**config.mk**
```make
export PLATFORM = sky130hd
export DESIGN_NAME = track_switch_fade_ramp
export DESIGN_NICKNAME = d
export VERILOG_FILES = /design/src/rtl/tsfr_pkg.sv /design/src/rtl/tsfr_div.sv /design/src/rtl/track_switch_fade_ramp.sv
export SDC_FILE = /design/constraint.sdc
export NUM_CORES = 1
export LEC_CHECK = 0
export BUFFER_PORTS_ARGS = -buffer_cell sky130_fd_sc_hd__buf_2
export CORE_MARGIN = 2
export CORE_UTILIZATION = 50
export CTS_BUF_LIST = sky130_fd_sc_hd__clkbuf_8 sky130_fd_sc_hd__clkbuf_16
export CTS_CLUSTER_SIZE = 40
export DETAILED_ROUTE_END_ITERATION = 10
export PLACE_DENSITY = 0.75
export SYNTH_ARGS = -nofsm -noshare
export SYNTH_HDL_FRONTEND = slang
export SYNTH_SLANG_ARGS = --single-unit
```
**constraint.sdc**
```tcl
create_clock -name clk -period 7.7 [get_ports clk]
set_clock_uncertainty 0.2 [all_clocks]
set_input_delay 1.54 -clock clk [delete_from_list [all_inputs] [get_ports clk]]
set_output_delay 1.54 -clock clk [all_outputs]
set_load 0.005 [all_outputs]
```
**src/rtl/tsfr_pkg.sv**
```systemverilog
package tsfr_pkg;

  localparam int FADE_BITS    = 20;
  localparam int TRACK_BITS   = 8;
  localparam int SAMPLE_BITS  = 16;
  localparam int PROD_BITS    = SAMPLE_BITS + FADE_BITS;
  localparam int DIV_CNT_BITS = $clog2(SAMPLE_BITS);

  localparam logic [1:0] MODE_NONE = 2'd0;
  localparam logic [1:0] MODE_IN   = 2'd1;
  localparam logic [1:0] MODE_OUT  = 2'd2;

  localparam logic REQ_TICK = 1'b0;
  localparam logic REQ_PLAY = 1'b1;

  typedef struct packed {
    logic                          req_type;
    logic signed [SAMPLE_BITS-1:0] sample_in;
    logic                          source_valid;
    logic [TRACK_BITS-1:0]         track_id;
    logic                          loop_enable;
    logic [FADE_BITS-1:0]          fade_len;
  } in_t;

  typedef struct packed {
    logic signed [SAMPLE_BITS-1:0] sample_out;
    logic [TRACK_BITS-1:0]         playing_track;
    logic                          playing_loop;
    logic [1:0]                    fade_mode;
    logic                          track_started;
  } out_t;

  function automatic logic signed [SAMPLE_BITS-1:0] sat_sample(
    input logic signed [SAMPLE_BITS:0] v
  );
    logic signed [SAMPLE_BITS:0] hi;
    logic signed [SAMPLE_BITS:0] lo;
    hi = (SAMPLE_BITS+1)'(2**(SAMPLE_BITS-1) - 1);
    lo = -(SAMPLE_BITS+1)'(2**(SAMPLE_BITS-1));
    if (v > hi) begin
      sat_sample = hi[SAMPLE_BITS-1:0];
    end else if (v < lo) begin
      sat_sample = lo[SAMPLE_BITS-1:0];
    end else begin
      sat_sample = v[SAMPLE_BITS-1:0];
    end
  endfunction

endpackage

```
**src/rtl/tsfr_div.sv**
```systemverilog
module tsfr_div
  import tsfr_pkg::*;
(
  input  logic                   clk,
  input  logic                   rst_n,
  input  logic                   start,
  input  logic [PROD_BITS-1:0]   dividend,
  input  logic [FADE_BITS-1:0]   divisor,
  output logic                   done,
  output logic [SAMPLE_BITS-1:0] quotient
);

  logic                    busy_r, busy_nxt;
  logic                    done_r, done_nxt;
  logic [DIV_CNT_BITS-1:0] cnt_r, cnt_nxt;
  logic [FADE_BITS-1:0]    rem_r, rem_nxt;
  logic [SAMPLE_BITS-1:0]  lo_r, lo_nxt;
  logic [FADE_BITS-1:0]    dvs_r, dvs_nxt;
  logic [FADE_BITS:0]      trial;
  logic                    ge;

  assign trial = {rem_r, lo_r[SAMPLE_BITS-1]};
  assign ge    = (trial >= {1'b0, dvs_r});

  always_comb begin
    busy_nxt = busy_r;
    done_nxt = 1'b0;
    cnt_nxt  = cnt_r;
    rem_nxt  = rem_r;
    lo_nxt   = lo_r;
    dvs_nxt  = dvs_r;
    if (start) begin
      busy_nxt = 1'b1;
      cnt_nxt  = '0;
      rem_nxt  = dividend[PROD_BITS-1:SAMPLE_BITS];
      lo_nxt   = dividend[SAMPLE_BITS-1:0];
      dvs_nxt  = divisor;
    end else if (busy_r) begin
      rem_nxt = ge ? FADE_BITS'(trial - {1'b0, dvs_r}) : trial[FADE_BITS-1:0];
      lo_nxt  = {lo_r[SAMPLE_BITS-2:0], ge};
      cnt_nxt = cnt_r + 1'b1;
      if (cnt_r == DIV_CNT_BITS'(SAMPLE_BITS - 1)) begin
        busy_nxt = 1'b0;
        done_nxt = 1'b1;
      end
    end
  end

  always_ff @(posedge clk) begin
    if (!rst_n) begin
      busy_r <= 1'b0;
      done_r <= 1'b0;
      cnt_r  <= '0;
    end else begin
      busy_r <= busy_nxt;
      done_r <= done_nxt;
      cnt_r  <= cnt_nxt;
    end
    rem_r <= rem_nxt;
    lo_r  <= lo_nxt;
    dvs_r <= dvs_nxt;
  end

  assign done     = done_r;
  assign quotient = lo_r;

`ifndef SYNTHESIS
  a_no_start_busy: assert property (@(posedge clk) disable iff (!rst_n)
    start |-> !busy_r)
    else $error("Divider started while busy.");
  a_done_after_busy: assert property (@(posedge clk) disable iff (!rst_n)
    done_r |-> $past(busy_r))
    else $error("Divider done without a preceding step.");
  a_busy_fits: assert property (@(posedge clk) disable iff (!rst_n)
    busy_r |-> rem_r < dvs_r)
    else $error("Divider remainder out of range.");
`endif

endmodule

```
**src/rtl/track_switch_fade_ramp.sv**
```systemverilog
// Music stream fader. Each transfer on the input channel is either a sample tick
// or a play request, and each one produces exactly one result transfer carrying the
// faded sample and the track state the source must follow next. A play request or
// a tick outside a fade goes straight to the done state, from which its result is
// loaded into the output register. A tick inside a fade multiplies the sample by
// the gain and then runs a 16-step restoring divider that is shared by every fading
// tick, before it reaches the done state. A stalled output register holds the item
// in the done state until the register is free.
// The input channel stalls from the transfer until its result is loaded into the
// output register; a result waiting there does not block the next input transfer.
module track_switch_fade_ramp
  import tsfr_pkg::*;
(
  input  logic clk,
  input  logic rst_n,
  input  logic in_valid,
  output logic in_stall,
  input  in_t  in_data,
  output logic out_valid,
  input  logic out_stall,
  output out_t out_data
);

  localparam logic [2:0] ST_IDLE = 3'd0;
  localparam logic [2:0] ST_MUL  = 3'd1;
  localparam logic [2:0] ST_LOAD = 3'd2;
  localparam logic [2:0] ST_DIV  = 3'd3;
  localparam logic [2:0] ST_DONE = 3'd4;

  logic [2:0]            st_r, st_nxt;
  logic [TRACK_BITS-1:0] ct_r, ct_nxt;
  logic                  cl_r, cl_nxt;
  logic [TRACK_BITS-1:0] pt_r, pt_nxt;
  logic                  pl_r, pl_nxt;
  logic                  ps_r, ps_nxt;
  logic [1:0]            fs_r, fs_nxt;
  logic [FADE_BITS-1:0]  ftot_r, ftot_nxt;
  logic [FADE_BITS-1:0]  frem_r, frem_nxt;

  logic                          started_r, started_nxt;
  logic signed [SAMPLE_BITS-1:0] res_r, res_nxt;
  logic [SAMPLE_BITS-1:0]        mag_r, mag_nxt;
  logic                          neg_r, neg_nxt;
  logic [FADE_BITS-1:0]          g_r, g_nxt;
  logic [PROD_BITS-1:0]          prod_r;
  logic                          out_valid_r;
  out_t                          out_data_r;

  logic                          in_xfer;
  logic                          step_ramp;
  logic [SAMPLE_BITS-1:0]        div_q;
  logic                          div_done;
  logic signed [SAMPLE_BITS:0]   q_signed;

  assign in_stall = (st_r != ST_IDLE);
  assign in_xfer  = in_valid && !in_stall;

  always_comb begin
    logic signed [SAMPLE_BITS-1:0] smp;
    ct_nxt      = ct_r;
    cl_nxt      = cl_r;
    pt_nxt      = pt_r;
    pl_nxt      = pl_r;
    ps_nxt      = ps_r;
    fs_nxt      = fs_r;
    ftot_nxt    = ftot_r;
    frem_nxt    = frem_r;
    started_nxt = 1'b0;
    res_nxt     = '0;
    step_ramp   = 1'b0;
    g_nxt       = '0;
    smp         = '0;
    if (in_data.req_type == REQ_PLAY) begin
      if (in_data.track_id != '0 && in_data.track_id == ct_r && !ps_r) begin
        cl_nxt = in_data.loop_enable;
      end else begin
        ftot_nxt = in_data.fade_len;
        pt_nxt   = in_data.track_id;
        pl_nxt   = in_data.loop_enable;
        ps_nxt   = 1'b1;
        if (ct_r != '0 && in_data.fade_len != '0) begin
          fs_nxt   = MODE_OUT;
          frem_nxt = in_data.fade_len;
        end else begin
          ps_nxt = 1'b0;
          if (in_data.track_id != '0) begin
            ct_nxt      = in_data.track_id;
            cl_nxt      = in_data.loop_enable;
            started_nxt = 1'b1;
            if (in_data.fade_len != '0) begin
              fs_nxt   = MODE_IN;
              frem_nxt = in_data.fade_len;
            end else begin
              fs_nxt = MODE_NONE;
            end
          end else begin
            ct_nxt = '0;
            fs_nxt = MODE_NONE;
          end
        end
      end
    end else begin
      if (fs_r == MODE_OUT && frem_r == '0) begin
        if (ps_r && pt_r != '0) begin
          ct_nxt      = pt_r;
          cl_nxt      = pl_r;
          started_nxt = 1'b1;
          if (ftot_r != '0) begin
            fs_nxt   = MODE_IN;
            frem_nxt = ftot_r;
          end else begin
            fs_nxt = MODE_NONE;
          end
        end else begin
          ct_nxt = '0;
          fs_nxt = MODE_NONE;
        end
        ps_nxt = 1'b0;
      end
      if (ct_nxt != '0) begin
        smp = in_data.source_valid ? in_data.sample_in : '0;
        if (!in_data.source_valid && !cl_nxt && fs_nxt != MODE_OUT) begin
          ct_nxt = '0;
        end
        if ((fs_nxt == MODE_IN || fs_nxt == MODE_OUT) && ftot_nxt != '0) begin
          step_ramp = 1'b1;
          if (fs_nxt == MODE_OUT) begin
            g_nxt = (frem_nxt > ftot_nxt) ? ftot_nxt : frem_nxt;
          end else begin
            g_nxt = (frem_nxt > ftot_nxt) ? '0 : ftot_nxt - frem_nxt;
          end
          if (frem_nxt != '0) begin
            frem_nxt = frem_nxt - 1'b1;
          end
          if (fs_nxt == MODE_IN && frem_nxt == '0) begin
            fs_nxt = MODE_NONE;
          end
        end
        res_nxt = smp;
      end
    end
    neg_nxt = smp[SAMPLE_BITS-1];
    mag_nxt = smp[SAMPLE_BITS-1] ? SAMPLE_BITS'(-smp) : SAMPLE_BITS'(smp);
  end

  always_comb begin
    st_nxt = st_r;
    case (st_r)
      ST_IDLE: begin
        if (in_xfer) begin
          st_nxt = step_ramp ? ST_MUL : ST_DONE;
        end
      end
      ST_MUL:  st_nxt = ST_LOAD;
      ST_LOAD: st_nxt = ST_DIV;
      ST_DIV: begin
        if (div_done) begin
          st_nxt = ST_DONE;
        end
      end
      ST_DONE: begin
        if (!out_valid_r || !out_stall) begin
          st_nxt = ST_IDLE;
        end
      end
      default: st_nxt = ST_IDLE;
    endcase
  end

  assign q_signed = neg_r ? -$signed({1'b0, div_q}) : $signed({1'b0, div_q});

  tsfr_div u_div (
    .clk      (clk),
    .rst_n    (rst_n),
    .start    (st_r == ST_LOAD),
    .dividend (prod_r),
    .divisor  (ftot_r),
    .done     (div_done),
    .quotient (div_q)
  );

  always_ff @(posedge clk) begin
    if (!rst_n) begin
      st_r        <= ST_IDLE;
      ct_r        <= '0;
      cl_r        <= 1'b0;
      pt_r        <= '0;
      pl_r        <= 1'b0;
      ps_r        <= 1'b0;
      fs_r        <= MODE_NONE;
      ftot_r      <= '0;
      frem_r      <= '0;
      out_valid_r <= 1'b0;
    end else begin
      st_r <= st_nxt;
      if (in_xfer) begin
        ct_r   <= ct_nxt;
        cl_r   <= cl_nxt;
        pt_r   <= pt_nxt;
        pl_r   <= pl_nxt;
        ps_r   <= ps_nxt;
        fs_r   <= fs_nxt;
        ftot_r <= ftot_nxt;
        frem_r <= frem_nxt;
      end
      if (st_r == ST_DONE && (!out_valid_r || !out_stall)) begin
        out_valid_r <= 1'b1;
      end else if (!out_stall) begin
        out_valid_r <= 1'b0;
      end
    end
    if (in_xfer) begin
      started_r <= started_nxt;
      res_r     <= res_nxt;
      mag_r     <= mag_nxt;
      neg_r     <= neg_nxt;
      g_r       <= g_nxt;
    end
    if (st_r == ST_MUL) begin
      prod_r <= PROD_BITS'(mag_r * g_r);
    end
    if (st_r == ST_DIV && div_done) begin
      res_r <= sat_sample(q_signed);
    end
    if (st_r == ST_DONE && (!out_valid_r || !out_stall)) begin
      out_data_r.sample_out    <= res_r;
      out_data_r.playing_track <= ct_r;
      out_data_r.playing_loop  <= cl_r;
      out_data_r.fade_mode     <= fs_r;
      out_data_r.track_started <= started_r;
    end
  end

  assign out_valid = out_valid_r;
  assign out_data  = out_data_r;

`ifndef SYNTHESIS
  a_busy_after_xfer: assert property (@(posedge clk) disable iff (!rst_n)
    in_xfer |=> st_r != ST_IDLE)
    else $error("Input transfer did not start processing.");
  a_out_from_done: assert property (@(posedge clk) disable iff (!rst_n)
    $rose(out_valid_r) |-> $past(st_r) == ST_DONE)
    else $error("Result presented without a finished item.");
  a_div_in_div: assert property (@(posedge clk) disable iff (!rst_n)
    div_done |-> st_r == ST_DIV)
    else $error("Divider finished outside the divide state.");
  a_ramp_total: assert property (@(posedge clk) disable iff (!rst_n)
    st_r == ST_LOAD |-> ftot_r != '0)
    else $error("Divide started with zero fade total.");
`endif

endmodule

```
==> results of run 1 <==
[cells by family after synthesis]
kind of cell	count (synthesis)	synth area share [%]
and+or+nand+nor	886	17.83
buffers and inverters	459	7.326
adders and majority gates	419	29.35
AOI/OAI and AO/OA	418	11.37
DFF	245	27.46
xor gates and xnor gates	119	4.307
muxes	56	2.358
[worst max path at each step]
stage / from / endpoint / slack, ns / cells past startpoint
2_1_floorplan: g_r[12] / prod_r[35] / 1.24 / 21
3_3_place_gp: mag_r[1] / prod_r[35] / 0.73 / 20
3_5_place_dp: mag_r[1] / prod_r[35] / 0.55 / 20
4_1_cts: mag_r[11] / prod_r[35] / 0.54 / 20
5_1_grt: mag_r[1] / prod_r[35] / 0.16 / 20
6_report: mag_r[10] / prod_r[35] / 0.53 / 20
[cell type report]
type | instances | area, um2
repair buffers | 108 | 610.6
fillers | 4179 | 21770
multi-input cells | 1898 | 15810
inverters | 343 | 1287
flip-flops and latches | 245 | 6646
clock inverters | 22 | 112.6
well taps | 615 | 769.5
clock buffers | 30 | 739.5
[synth_stat cells (all sizes together), types with 5 or more instances]
cell type / count / area (um2)
ha: 154 / 1927
nand2: 363 / 1368
o21a: 17 / 135.1
nor3: 42 / 225.2
and3: 14 / 87.58
a211oi: 11 / 82.58
xnor2: 65 / 569.3
maj3: 13 / 130.1
o22ai: 11 / 68.82
edfxtp: 174 / 5225
or4: 9 / 75.07
o211ai: 27 / 202.7
a2111oi: 5 / 43.79
mux2i: 48 / 480.5
fa: 252 / 5045
xor2: 54 / 473.0
nand4: 18 / 133.9
and2: 164 / 1026
o21bai: 9 / 67.56
nand2b: 15 / 93.84
a41oi: 7 / 68.82
buf: 18 / 117.6
dfxtp: 71 / 1421
o41ai: 10 / 110.1
clkbuf: 98 / 367.9
a21oi: 135 / 694.4
inv: 343 / 1287
nor4: 20 / 152.6
a31oi: 8 / 56.30
nor2: 137 / 521.8
and4: 5 / 46.29
o21ai: 87 / 439.2
nand3: 51 / 255.2
nor2b: 16 / 100.1
a31o: 6 / 52.55
or2: 5 / 31.28
mux2: 8 / 90.09
a21o: 26 / 195.2
o31ai: 12 / 95.09
o211a: 16 / 160.2
a21boi: 8 / 60.06
or3: 12 / 75.07
[state kept, by name (all words and copies together), names as in the netlist, 2 cells and up]
signal          flops
ct_r                8
u_div.quotient     16
st_r                3
u_div.rem_r        20
frem_r             20
pt_r                8
u_div.cnt_r         4
fs_r                2
prod_r             36
mag_r              16
ftot_r             20
out_data           28
g_r                20
u_div.dvs_r        20
res_r              16
[metrics by stage]
step / cells / hold slack [ns] / utilization, % / cell area (um2)
2_1_floorplan: 2602 / 0.2003 / - / 24200
5_1_grt: 3261 / 0.2239 / 54.41 / 25980
6_report: 3261 / 0.2189 / 54.41 / 25980
3_5_place_dp: 3209 / 0.2054 / 52.62 / 25120
3_3_place_gp: 3209 / 0.2005 / 52.62 / 25120
4_1_cts: 3261 / 0.2205 / 54.41 / 25980
[critical path, stage by stage, from the launching register on]
cell      delay [ns]
edfxtp_1        0.87
nand2_1         0.22
fa_1            0.60
inv_1           0.06
fa_1            0.55
fa_1            0.43
fa_1            0.46
fa_1            0.53
inv_1           0.06
fa_1            0.47
inv_1           0.04
ha_1            0.36
a21o_1          0.20
a221oi_1        0.30
o21bai_1        0.13
o41ai_2         0.53
o211a_1         0.23
o31ai_1         0.13
a221oi_1        0.30
o21bai_1        0.11
xnor2_1         0.14
[metal layers]
layer | GRT usage (%) | vias up | wire length, um
met5 | 0 | - | 0
met4 | 10.19 | 0 | 2686
met2 | 44.73 | 784 | 31630
met3 | 3.056 | 162 | 4393
met1 | 33.70 | 9312 | 25940
li1 | - | 8716 | -
==> results.ini, run 1 <==
[run_status]
outcome = complete, no violations

[sta]
setup_viol = 0
slew_viol_final = 0
hold_viol = 0
period_needed_ns = 7.174
rsz0062_at_grt = false
tns_ns = 0
finalCritPeriodShare_pct = 93.17
postLayoutSetupSlackWorst_ns = 0.5263
relSlewSlack_pct = 15.32
worst_pin_slew_ns = 1.269
max_freq_ghz = 0.1394

[worst_hold_path]
min_from = res_r[9]
hold_depth = 0
holdPathEnd = out_data[21]
min_path_type = flip-flop to flip-flop

[global_routing]
antenna_found_initial = 0
grt_overflow_total = 0
grt_pass1_wl_um = 103700
grt_start_max_net_pins = 65
grtUsageTotal_pct = 26.05
grt_pass1_vias = 19455

[synth]
postSynthCellCount = 2602
ys_types = 87
synth-seq-cells = 245
seq_area_frac_synth_pct = 27.46
synth_edf_count = 174
async_flop_share_pct = 0
yosys_warnings = 0
syn_area_mm2 = 0.02420
synth.avg_cell_area_um2 = 9.300
synth_ff_type = edfxtp_1
synth_nets = 3059

[clock_tree]
clock_latency_ns = 0.57
ctsRootBufferMaster = clkbuf_16
cts_sinks = 245
cts_buffer_depth = 3
h-tree-depth = 1
cts_tree = built
cts_resized = 0
clkTransAtPathRegs_ns = 0.06
postCtsHoldBufs = 0
cts_buffers = 28
cts_setup_buffers = 0

[route]
ant_nets = 0
drc = 0
vias = 18974
post_drt_wl_per_cell_um = 19.83
drtPass1Iterations = 5
drtIter0Drc = 1671
vias_per_cell = 5.818
wirelength_um = 64650

[finish]
nNetsFinal = 3081
antenna_cells = 0
layout_commonest_cell = nand2_1
final_cell_mix = nand2_1 (360), inv_1 (347), fa_1 (252)
areaGrowthSynthToFinish_pct = 7.342
drive_gt1_share_pct = 7.748

[critical_path]
critPathRequiredTime_ns = 7.81
cp-end-kind = flip-flop
reg2reg_to = prod_r[35]
r2r-start = mag_r[10]
r2r_slack_ns = 0.53
ff2ff_path_depth = 20
critPathLaunchType = flip-flop
crit_fanout = 20
criticalPathCategory = flip-flop to flip-flop
cp.arrival_ns = 7.28

[placed_design]
gp_congestion = 0.9677
dp_hpwl_um = 50190
port_buffers = 80
dp_slack_ns = 0.5547

[die]
initial_core_util_pct = 50.68
ios = 81
core_mm2 = 0.04775
die_area_mm2 = 0.05017
die_width_um = 224.0
rows = 80
die_h_um = 224.0

[flow_run]
cap_violations = 0

Power of run 1 is left out: the tool's default activity adds up to more than one toggle a clock period on the data nets, which glitch-free logic cannot reach.
==> run 2: changes to the inputs <==
BUFFER_PORTS_ARGS = -buffer_cell sky130_fd_sc_hd__clkbuf_2   (was -buffer_cell sky130_fd_sc_hd__buf_2)
==> run 2 against run 1 <==
- design area rose by 0.12%
- setup slack worse by 0.023 ns
- register-to-register slack lost 0.02 ns
- highest routed layer unchanged
- non-clock buffer count grew 3
- critical path depth unchanged
- die area unchanged
- flip-flop and latch count stayed put
- core utilization increased by 0.066 points
==> results.ini, run 2 (synthesized netlist as in run 1, its figures left out) <==
[critical_path]
crit_buf_inv = 3
crit_path_top_delay_cell = edfxtp_1
crit_top_cell = fa_1
critPathLaunchType = flip-flop
criticalPathCategory = flip-flop to flip-flop
critPathTopFamily = adder cells
cp-end-kind = flip-flop
crit_chain = nand2_1 -> fa_1 -> fa_1 -> fa_1 -> inv_1 -> fa_1 -> fa_1 -> inv_1 -> fa_1 -> inv_1 -> ha_1 -> o21a_1 -> o21ai_0 -> and4b_1 -> o41ai_2 -> o211a_1 -> o31ai_1 -> a221oi_1 -> o21bai_1 -> xnor2_1
cp.arrival_ns = 7.31
critPathRequiredTime_ns = 7.81
cp_slowest_stage_delay_ns = 0.83
crit_fanout = 20

[flow_run]
cap_violations = 0

[clock_tree]
clkTransAtPathRegs_ns = 0.07
ctsRootBufferMaster = clkbuf_16
cts_buffers = 27
cts_sinks = 245
postCtsHoldBufs = 0
h-tree-depth = 1
cts_resized = 0
cts_buffer_depth = 3
clock_latency_ns = 0.56
cts_setup_buffers = 0
cts_tree = built

[finish]
areaGrowthSynthToFinish_pct = 7.471
antenna_cells = 0
final_cells = 3262
design_area_mm2 = 0.02601
drive_gt1_share_pct = 7.896
final_cell_mix = nand2_1 (360), inv_1 (349), fa_1 (252)
layout_commonest_cell = nand2_1
fill_cells = 4187
nNetsFinal = 3083
largest_register_ffs = 36
regMostFlops = prod_r

[placed_design]
port_buffers = 80
place_area_mm2 = 0.02515
placed_cells = 3212
gp_congestion = 0.9680
dp_hpwl_um = 49010

[sta]
rsz0062_at_grt = false
max_freq_ghz = 0.1390
tns_ns = 0
finalCritPeriodShare_pct = 93.46
hold_viol = 0
relSlewSlack_pct = 13.84
slew_viol_final = 0
setup_viol = 0
period_needed_ns = 7.197
worst_pin_slew_ns = 1.291

[die]
ios = 81
initial_core_util_pct = 50.68
die_h_um = 224.0
die_area_mm2 = 0.05017
core_mm2 = 0.04775
die_width_um = 224.0
rows = 80

[route]
wirelength_um = 63270
drc = 0
post_drt_wl_per_cell_um = 19.39
drtIter0Drc = 1812
vias_per_cell = 5.816
ant_nets = 0
drtPass1Iterations = 6
vias = 18972

[global_routing]
grt_overflow_total = 0
grt_pass1_wl_um = 100700
grt_start_max_net_pins = 55
grt_pass1_vias = 19009
grtUsageTotal_pct = 25.23
antenna_found_initial = 0

[run_status]
outcome = complete, no violations

[worst_hold_path]
min_path_type = flip-flop to flip-flop

[run 2: cell types whose count changed in the layout (fill, tap and decap cells not counted)]
cell / change
buf_2: -80
clkbuf_2: +80
clkinv_1: -5
inv_6: +4
buf_4: +3
bufinv_16: +2
clkbuf_16: -2
inv_1: +2
clkbuf_8: -1
clkinv_2: -1
inv_4: -1
[run 2: routing by layer]
metal	GRT usage, %	wire length [um]	share of wire, %	vias up
met5	0	0	0	-
met4	9.355	2426	3.8	0
met3	2.741	3567	5.6	150
met2	43.00	31120	49	704
met1	33.28	26150	41	9404
li1	-	-	-	8714
[run 2: final timing paths]
kind,startpoint,endpoint,slack [ns],cells past startpoint
setup / recovery,mag_r[1],prod_r[35],0.50,20
hold / removal,res_r[13],out_data[25],0.22,0
setup reg to reg,mag_r[1],prod_r[35],0.50,20
hold reg to reg,res_r[13],out_data[25],0.22,0
[run 2: layout make-up]
| type | instances | area [um2] | area share (%) |
|---|---|---|---|
| Sequential cell | 245 | 6646 | 25.56 |
| Clock inverter | 23 | 185.2 | 0.7120 |
| Clock buffer | 27 | 675.6 | 2.598 |
| Tap cell | 615 | 769.5 | 2.959 |
| Multi-Input combinational cell | 1898 | 15810 | 60.79 |
| Timing Repair Buffer | 111 | 633.1 | 2.434 |
| Inverter | 343 | 1287 | 4.950 |
[run 2: metrics by stage]
step | util (%) | setup slack (ns) | hold slack (ns)
2_1_floorplan | - | 1.239 | 0.2003
3_3_place_gp | 52.67 | 0.7237 | 0.2043
3_5_place_dp | 52.67 | 0.6059 | 0.2045
4_1_cts | 54.47 | 0.5695 | 0.2187
5_1_grt | 54.47 | 0.1288 | 0.2267
6_report | 54.47 | 0.5035 | 0.2190
Power of run 2 is left out for the same reason.
